`src/hdl/sliding_window_rate_shaper_unit_macros.svh`:
```
// assertion macros for the sliding window rate shaper
// used at the end of the top level; no dependencies
`ifndef SLIDING_WINDOW_RATE_SHAPER_UNIT_MACROS_SVH
`define SLIDING_WINDOW_RATE_SHAPER_UNIT_MACROS_SVH

// same-cycle implication
`define SWRS_ASSERT_IMP(label, clk, rst, ante, cons) \
  label: assert property (@(posedge clk) disable iff (rst) (ante) |-> (cons)) \
    else $error("implication does not hold");

// next-cycle implication
`define SWRS_ASSERT_NXT(label, clk, rst, ante, cons) \
  label: assert property (@(posedge clk) disable iff (rst) (ante) |=> (cons)) \
    else $error("next-cycle implication does not hold");

`endif

```
`src/hdl/swrs_pkg.sv`:
```
// shared types and constants for the sliding window rate shaper
// no dependencies
package swrs_pkg;

  localparam int CONN_COUNT_DEF   = 16;
  localparam int WINDOW_DEPTH_DEF = 256;

  localparam logic [29:0] OUT_MAX = 30'h3FFF_FFFF;
  localparam logic [31:0] SUM_MAX = 32'hFFFF_FFFF;

  localparam logic [5:0] MAC_HDR_RESET  = 6'd6;
  localparam logic [3:0] FRAG_HDR_RESET = 4'd2;

  // configuration register indexes
  localparam logic CFG_MAC_HDR  = 1'b0;
  localparam logic CFG_FRAG_HDR = 1'b1;

  // item function codes
  localparam logic FUNC_QUERY  = 1'b0;
  localparam logic FUNC_UPDATE = 1'b1;

  typedef enum logic [1:0] {
    RES_ZERO,
    RES_FULL,
    RES_QUOTA
  } res_sel_t;

  typedef struct packed {
    logic     capture;
    logic     load;
    logic     push_def;
    logic     push_grant;
    logic     pop;
    logic     st_wr;
    logic     calc1;
    logic     calc2;
    logic     calc3;
    logic     res_load;
    res_sel_t res_sel;
  } cmd_t;

  typedef struct packed {
    logic in_range;
    logic func;
    logic known;
    logic full;
    logic pre_left;
    logic ring_empty;
    logic expired;
  } sts_t;

  typedef struct packed {
    logic [29:0] g;
    logic [29:0] c;
    logic [31:0] stamp;
  } rec_t;

endpackage

```
`src/hdl/swrs_ctrl.sv`:
```
// controller state machine for the rate shaper
// depends on swrs_pkg; drives swrs_dp through cmd_t and reads sts_t
module swrs_ctrl (
  input  logic           clk,
  input  logic           rst,
  input  logic           start,
  output logic           busy,
  output logic           done,
  output swrs_pkg::cmd_t cmd,
  input  swrs_pkg::sts_t sts
);
  import swrs_pkg::*;

  typedef enum logic [3:0] {
    S_IDLE,
    S_LOAD,
    S_GET,
    S_DISPATCH,
    S_PREFILL,
    S_PUSH,
    S_EXP_RD,
    S_EXP_CHK,
    S_WB,
    S_CALC1,
    S_CALC2,
    S_CALC3,
    S_FIN
  } state_t;

  state_t   state;
  state_t   state_next;
  res_sel_t res_sel;
  res_sel_t res_sel_next;

  always_comb begin
    cmd          = '0;
    cmd.res_sel  = res_sel;
    state_next   = state;
    res_sel_next = res_sel;
    case (state)
      S_IDLE: begin
        if (start) begin
          cmd.capture = 1'b1;
          state_next  = S_LOAD;
        end
      end
      S_LOAD: state_next = S_GET;
      S_GET: begin
        cmd.load   = 1'b1;
        state_next = S_DISPATCH;
      end
      S_DISPATCH: begin
        res_sel_next = RES_ZERO;
        if (!sts.in_range) begin
          state_next = S_FIN;
        end else if (sts.func == FUNC_UPDATE) begin
          if (!sts.known) begin
            state_next = S_PREFILL;
          end else if (sts.full) begin
            res_sel_next = RES_FULL;
            state_next   = S_FIN;
          end else begin
            state_next = S_PUSH;
          end
        end else begin
          res_sel_next = RES_QUOTA;
          state_next   = sts.known ? S_EXP_RD : S_CALC1;
        end
      end
      S_PREFILL: begin
        if (sts.pre_left) begin
          cmd.push_def = 1'b1;
        end else begin
          cmd.push_grant = 1'b1;
          state_next     = S_WB;
        end
      end
      S_PUSH: begin
        cmd.push_grant = 1'b1;
        state_next     = S_WB;
      end
      // record at the ring head is read while here
      S_EXP_RD: state_next = sts.ring_empty ? S_WB : S_EXP_CHK;
      S_EXP_CHK: begin
        if (sts.expired) begin
          cmd.pop    = 1'b1;
          state_next = S_EXP_RD;
        end else begin
          state_next = S_WB;
        end
      end
      S_WB: begin
        cmd.st_wr  = 1'b1;
        state_next = (sts.func == FUNC_UPDATE) ? S_FIN : S_CALC1;
      end
      S_CALC1: begin
        cmd.calc1  = 1'b1;
        state_next = S_CALC2;
      end
      S_CALC2: begin
        cmd.calc2  = 1'b1;
        state_next = S_CALC3;
      end
      S_CALC3: begin
        cmd.calc3  = 1'b1;
        state_next = S_FIN;
      end
      S_FIN: begin
        cmd.res_load = 1'b1;
        state_next   = S_IDLE;
      end
      default: state_next = S_IDLE;
    endcase
  end

  always_ff @(posedge clk) begin
    if (rst) begin
      state   <= S_IDLE;
      res_sel <= RES_ZERO;
      busy    <= 1'b0;
      done    <= 1'b0;
    end else begin
      state   <= state_next;
      res_sel <= res_sel_next;
      busy    <= (state_next != S_IDLE);
      done    <= (state == S_FIN);
    end
  end

endmodule

```
`config.mk`:
```
export PLATFORM = sky130hd
export DESIGN_NAME = swrs_ctrl
export DESIGN_NICKNAME = d
export VERILOG_FILES = /design/src/hdl/sliding_window_rate_shaper_unit_macros.svh /design/src/hdl/swrs_pkg.sv /design/src/hdl/swrs_ctrl.sv
export SDC_FILE = /design/constraint.sdc
export NUM_CORES = 1
export LEC_CHECK = 0
export ABC_CLOCK_PERIOD_IN_PS = 1400
export BUFFER_PORTS_ARGS = -buffer_cell sky130_fd_sc_hd__buf_2
export CAP_MARGIN = 25
export CORE_MARGIN = 2
export CORE_UTILIZATION = 25
export CTS_CLUSTER_DIAMETER = 80
export DETAILED_ROUTE_END_ITERATION = 10
export GPL_ROUTABILITY_DRIVEN = 0
export HOLD_SLACK_MARGIN = 0.06
export SETUP_SLACK_MARGIN = 0.1
export SYNTH_ARGS = -nofsm -noshare
export SYNTH_HDL_FRONTEND = slang
export SYNTH_SLANG_ARGS = --single-unit
```
`constraint.sdc`:
```
create_clock -name clk -period 1.4 [get_ports clk]
set_clock_uncertainty 0.2 [all_clocks]
set_input_delay 0.07 -clock clk [delete_from_list [all_inputs] [get_ports clk]]
set_output_delay 0.07 -clock clk [all_outputs]
set_load 0.02 [all_outputs]
```
==> metrics.sh, run 1 <==
RUN_STATUS='complete, but fails checks'
VIOLATIONS='setup timing'
POST-PLACE-WS_NS=-0.126
CRITICALPATHCATEGORY='reg -> out'
ROWS=17
FIRST_ITER_VIOLATIONS=10
DESIGN_POWER_TOTAL_mW=1.26
DRT_WL_TOTAL_MM=2.00
DRIVE_GT1_SHARE_PCT=69.0
SYNTHTOLAYOUTAREAGROWTH_PCT=108
CP.ARRIVAL_NS=1.24
FINAL.SETUP.WORST_SLACK_NS=-0.113
CP.REQUIRED_NS=1.13
GROUTE.USAGE.OVERALL_PCT=15.8
REMAINING_DRC_ERRORS=0
FINAL-SETUP-VIOL-COUNT=14
YOSYSTOPAREACELLSHARE_PCT=27.2
POWER-PER-CELL-AREA_nW_PER_UM2=1030
HOLDBUFCOUNTCTS=2
SYNTH_SEQ_AREA_SHARE_PCT=27.2
PATH_CLK_SLEW_NS=0.05
FINAL_CELLS=157
NETLIST.TOP_CELL.BY_AREA='dfxtp_1'
GRT_MAX_DEGREE=9
MAX_CAPACITANCE_VIOLATION_TOTAL=0
FIN_WORST_HOLD_SLACK_NS=0.00375
CTS_ROOT_BUFFER='clkbuf_4'
RSZ0062_AT_GRT='true'
PATH_MAX_FANOUT=6
NUMPORTBUFFERS=23
CP_PEAK_STAGE_DELAY_NS=0.37
N_ANTENNA_CELL=0
TOP_LEVEL_PORT_COUNT=24
TIMING.MAX_SLEW.REL_SLACK_PCT=81.0
SYNTH_TOP_FAMILY_BY_AREA='simple AND/OR/NAND/NOR gates'
WORST-SLEW-PIN-TRANSITION_NS=0.284
CP-END-KIND='output pin'
MAX_CLOCK_FREQ_MHz=661
ROUTEDWLPERCELL_UM=12.7
POST_SYNTH_AND_OR_NAND_NOR_AREA_FRACTION_PCT=38.4
GRT_FIRST_PASS_WIRELENGTH_MM=3.20
SYNTH_XOR_XNOR_AREA_SHARE_PCT=0
ANTENNA_FOUND_INITIAL=0
HOLD_PATH.CLASS='in -> reg'
SYNTH_MUX_AREA_SHARE_PCT=0
VIA_COUNT_OF_THE_FIRST_GLOBAL_ROUTING_PASS=716
INITIAL_UTILIZATION_PCT=26.6
CORE_AREA_UM2=2210
YOSYSWARNINGCOUNT=0
ANT_NETS=0
FIRST_PASS_ITERS=4
SYNTH_COMPOUND_AREA_SHARE_PCT=24.2
CTS_TREE='built'
PERIOD_NEEDED_NS=1.51
GRT_REMAINING_OVERFLOW=0
SYNTH_AREA_PER_CELL_UM2=7.37
DIE_H_UM=52.6
CRIT_PATH_START_KIND='flop'
FILLERS=206
SYNTH-ADDER-AREA-SHARE_PCT=0
FINAL.SETUP.TNS_NS=-0.915
PLACEDCELLCOUNT=143
CLOCK-SINKS=8
MOSTFREQUENTLAYOUTCELLS='20 x buf_6, 15 x buf_4, 13 x buf_2'
SYNTH.LIB_CELLS_USED.DISTINCT=29
CTS_MADE_BUFFERS=3
SYNTH_CELLS=80
FINAL_COMMON_CELL='buf_6'
WORSTSKEWPAIRLATENCY_NS=0.25
POST_SYNTH_NET_TOTAL=90
POWER.STATIC_LEAKAGE_nW=0.515
VIAS=754
FINAL-MAX-SLEW-VIOLATION-COUNT=0
NUMBER_OF_LEVELS_THE_H_TREE_WAS_SPLIT_INTO=1
CPMAXSTAGEDELAYCELL='dfxtp_4'
YS_TOP_CELLS_BY_AREA='dfxtp_1 27%, nor2_1 8.9%, nand2_1 6.4%'
MAX-CLOCK-PATH-BUFFERS=2
FINAL_NET_COUNT=141
SYN_AREA_UM2=589
VIASPERCELL=4.80
FINAL.PERIOD_UTILIZATION_PCT=108
TIMING.FINAL.HOLD_VIOLATIONS=0
WIDTH_OF_THE_DIE_UM=52.6
DIE_AREA_UM2=2760
DP_HPWL_MM=1.38
CRITICAL_PATH.CELL_CHAIN='buf_12 > nand2_8 > buf_6 > nor3_2 > buf_4'
FLOPS_LATCHES_SYNTH=8
VDD_DROP_MAX_mV=0.731
==> synth_stat cells <==
| cell type | instances |
|---|---|
| a311oi_2 | 1 |
| nor4_1 | 1 |
| inv_1 | 2 |
| nand2b_2 | 1 |
| and3_4 | 1 |
| buf_4 | 1 |
| o211ai_2 | 1 |
| buf_6 | 3 |
| o21ai_1 | 2 |
| nor2_1 | 14 |
| a211o_1 | 1 |
| and4bb_2 | 1 |
| dfxtp_1 | 8 |
| nand3_1 | 1 |
| o21ai_0 | 4 |
| a22oi_1 | 1 |
| nor2_2 | 3 |
| nor2b_1 | 4 |
| inv_2 | 2 |
| nand2_1 | 10 |
| a41oi_2 | 1 |
| a31oi_1 | 1 |
| and3_1 | 3 |
| a21oi_1 | 6 |
| nand4_1 | 1 |
| and3b_1 | 1 |
| o311ai_2 | 1 |
| nor3_1 | 3 |
| buf_1 | 1 |
==> critical path: cells and delay by family, from the launching register on <==
family / cells / cell delay (ns)
flops: 1 / 0.37
simple gates: 2 / 0.21
buf+inv: 3 / 0.42
==> what timing repair did <==
action | CTS | global route
pin swaps | 14 | 10
endpoints found under the setup margin | 17 | 17
resized for setup | 59 | 10
setup buffers | 7 | 2
hold endpoints to repair | 8 | 1
==> report_power, final <==
part	switching, mW	internal, mW	total (mW)
logic	0.363	0.412	0.775
registers	0.0477	0.267	0.315
clock network	0.0760	0.0979	0.174
total	0.487	0.777	1.26
==> kinds of logic (layout without fill, tap and decap cells) <==
logic type,after synthesis,count (layout)
AND/OR/NAND/NOR,44,44
AO/OA/AOI/OAI,19,19
buffers and inverters,9,58
flip-flops,8,8
==> path summary, 6_finish.rpt <==
check	cells after the start	slack, ns	start	endpoint
setup / recovery	5	-0.11	state[3]	cmd[6]
hold / removal	3	0.004	sts[4]	state[1]
setup reg to reg	6	-0.09	state[2]	busy
hold reg to reg	2	0.25	res_sel[1]	res_sel[1]
==> flip-flops by register name, indices dropped and copies added, names as in the netlist <==
signal,count
state,4
res_sel,2
busy,1
done,1
==> metal layers <==
| layer | part of all wire [%] | global-route usage, % | up-vias | wire length [µm] |
|---|---|---|---|---|
| met3 | 5.5 | 4.29 | 0 | 110 |
| met4 | 0 | 2.56 | 0 | 0 |
| met1 | 43 | 20.0 | 350 | 856 |
| met5 | 0 | 0 | - | 0 |
| met2 | 52 | 26.9 | 26 | 1030 |
| li1 | - | - | 378 | - |
==> stage by stage <==
step | instance area, µm² | util [%]
floorplan | 604 | -
global placement | 850 | 38.4
detailed placement | 850 | 38.4
CTS | 1170 | 52.8
global route | 1230 | 55.4
finish | 1230 | 55.4
==> cell type report <==
cell class                      count  area (µm²)  share of cell area [%]
Clock buffer                        3        22.5                    1.84
Inverter                            4        17.5                    1.43
Multi-Input combinational cell     63         533                    43.5
Sequential cell                     8         175                    14.3
Tap cell                           28        35.0                    2.86
Timing Repair Buffer               51         443                    36.1
No activity file was read; power rests on OpenSTA's default activity.
==> run 2: changes to the inputs <==
Settings changed: RECOVER_POWER from default to 100.
==> run 2 against run 1 <==
  * The flow still finishes with violations (setup timing)
  * Count of clock-buffer cells in the layout stayed put
  * Maximum frequency barely moved
  * Core utilization decreased by 0.23 points
  * Final cell count is the same
  * Non-clock buffer count did not move
  * Register-to-register slack barely moved
==> metrics.sh, run 2 (same netlist as run 1, synthesis figures left out) <==
FIRST_PASS_ITERS=4
FILLERS=206
DIE_H_UM=52.6
FINAL-MAX-SLEW-VIOLATION-COUNT=0
FINAL.PERIOD_UTILIZATION_PCT=108
GRT_MAX_DEGREE=9
FINAL.SETUP.TNS_NS=-0.909
TIMING.MAX_SLEW.REL_SLACK_PCT=81.0
FINAL_COMMON_CELL='buf_6'
GROUTE.USAGE.OVERALL_PCT=15.8
RSZ0062_AT_GRT='true'
CTS_TREE='built'
PERIOD_NEEDED_NS=1.51
MAX-CLOCK-PATH-BUFFERS=2
SEQUENTIAL_AREA_UM2=175
RUN_STATUS='complete, but fails checks'
VIA_COUNT_OF_THE_FIRST_GLOBAL_ROUTING_PASS=716
REG_TOP3='state x4, res_sel x2'
FIRST_ITER_VIOLATIONS=10
PATH_CLK_SLEW_NS=0.05
N_ANTENNA_CELL=0
NUMPORTBUFFERS=23
HOLDPATHSTAGES=3
DESIGN_AREA_UM2=1220
POWER.STATIC_LEAKAGE_nW=0.498
FINAL.SETUP.WORST_SLACK_NS=-0.113
CP-END-KIND='output pin'
CTS_ROOT_BUFFER='clkbuf_4'
SYNTHTOLAYOUTAREAGROWTH_PCT=107
TOP_LEVEL_PORT_COUNT=24
CORE_AREA_UM2=2210
MOSTFREQUENTLAYOUTCELLS='20 x buf_6, 15 x buf_4, 11 x nor2_1'
GRT_REMAINING_OVERFLOW=0
VIASPERCELL=4.80
FINAL_NET_COUNT=141
TIMING.FINAL.HOLD_VIOLATIONS=0
ANTENNA_FOUND_INITIAL=0
CP.ARRIVAL_NS=1.24
DRT_WL_TOTAL_MM=1.99
WORSTSKEWPAIRLATENCY_NS=0.25
FINAL-SETUP-VIOL-COUNT=14
HOLD_PATH.CLASS='in -> reg'
MAX_CLOCK_FREQ_MHz=661
NUMBER_OF_LEVELS_THE_H_TREE_WAS_SPLIT_INTO=1
ROWS=17
CP.REQUIRED_NS=1.13
CLOCK-SINKS=8
INITIAL_UTILIZATION_PCT=26.6
CPMAXSTAGEDELAYCELL='dfxtp_4'
CP_PEAK_STAGE_DELAY_NS=0.37
LARGEST_REGISTER='state'
CRITICALPATHCATEGORY='reg -> out'
LARGEST_REG_FLOPS=4
MAX_CAPACITANCE_VIOLATION_TOTAL=0
CRIT_PATH_START_KIND='flop'
ROUTEDWLPERCELL_UM=12.7
GRT_FIRST_PASS_WIRELENGTH_MM=3.20
FIN_WORST_HOLD_SLACK_NS=0.00375
MULTIINPUTGATEAREA_UM2=533
CRITICAL_PATH.CELL_CHAIN='buf_12 > nand2_8 > buf_6 > nor3_2 > buf_4'
DP_HPWL_MM=1.38
DRIVE_GT1_SHARE_PCT=65.9
FIN_UTIL_PCT=55.2
R2R.WORST_PATH.CELLS=6
VDD_DROP_MAX_mV=0.732
VIOLATIONS='setup timing'
PATH_MAX_FANOUT=6
DIE_AREA_UM2=2760
REMAINING_DRC_ERRORS=0
POST_DP_CELL_AREA_UM2=850
VIAS=753
POWER-PER-CELL-AREA_nW_PER_UM2=1030
CTS_MADE_BUFFERS=3
WORST-SLEW-PIN-TRANSITION_NS=0.284
HOLDBUFCOUNTCTS=2
WIDTH_OF_THE_DIE_UM=52.6
ANT_NETS=0
run 2: changes by cell type in the layout (fill, tap and decap cells not counted):
cell      previous run  this run
buf_2               13         9
clkbuf_1             0         4
run 2: routing by layer:
layer	up-vias	wire, µm	share of wire [%]	global-route usage, %
li1	378	-	-	-
met1	349	861	43	20.0
met2	26	1020	51	26.9
met3	0	108	5.4	4.29
met4	0	0	0	2.56
met5	-	0	0	0
run 2: layout make-up:
cell class / instances / area share [%]
inverter: 4 / 1.43
multi-input combinational: 63 / 43.6
sequential: 8 / 14.3
tap: 28 / 2.87
clock buffer: 3 / 1.84
timing repair buffer: 51 / 35.9
run 2: path summary, 6_finish.rpt:
| check | start | end | slack [ns] |
|---|---|---|---|
| min | sts[4] | state[1] | 0.004 |
| min reg2reg | res_sel[1] | res_sel[1] | 0.26 |
| max reg2reg | state[2] | busy | -0.09 |
| max | state[3] | cmd[6] | -0.11 |
run 2: timing repair:
item / in CTS / in global routing
endpoints found under the hold margin: 8 / 1
pin swaps: 14 / 10
endpoints found under the setup margin: 17 / 17
setup buffers: 7 / 2
resized for setup: 59 / 10
run 2: worst max-delay path, delay by kind of cell (launching register included):
family	cells	cell delay, ns
buffers and inverters	3	0.42
AND/OR/NAND/NOR	2	0.21
flip-flops	1	0.37
run 2: stage by stage:
step	power [mW]	worst slack [ns]	std cells
4_1_cts	1.20	-0.116	155
6_report	1.26	-0.113	157
5_1_grt	1.34	-0.161	157
2_1_floorplan	0.600	0.00810	80
3_3_place_gp	0.787	-0.0923	143
3_5_place_dp	0.797	-0.126	143
run 2: power breakdown:
| part | total (mW) | internal [mW] | switching (mW) |
|---|---|---|---|
| clock network | 0.174 | 0.0979 | 0.0760 |
| registers | 0.315 | 0.267 | 0.0480 |
| logic | 0.772 | 0.409 | 0.363 |
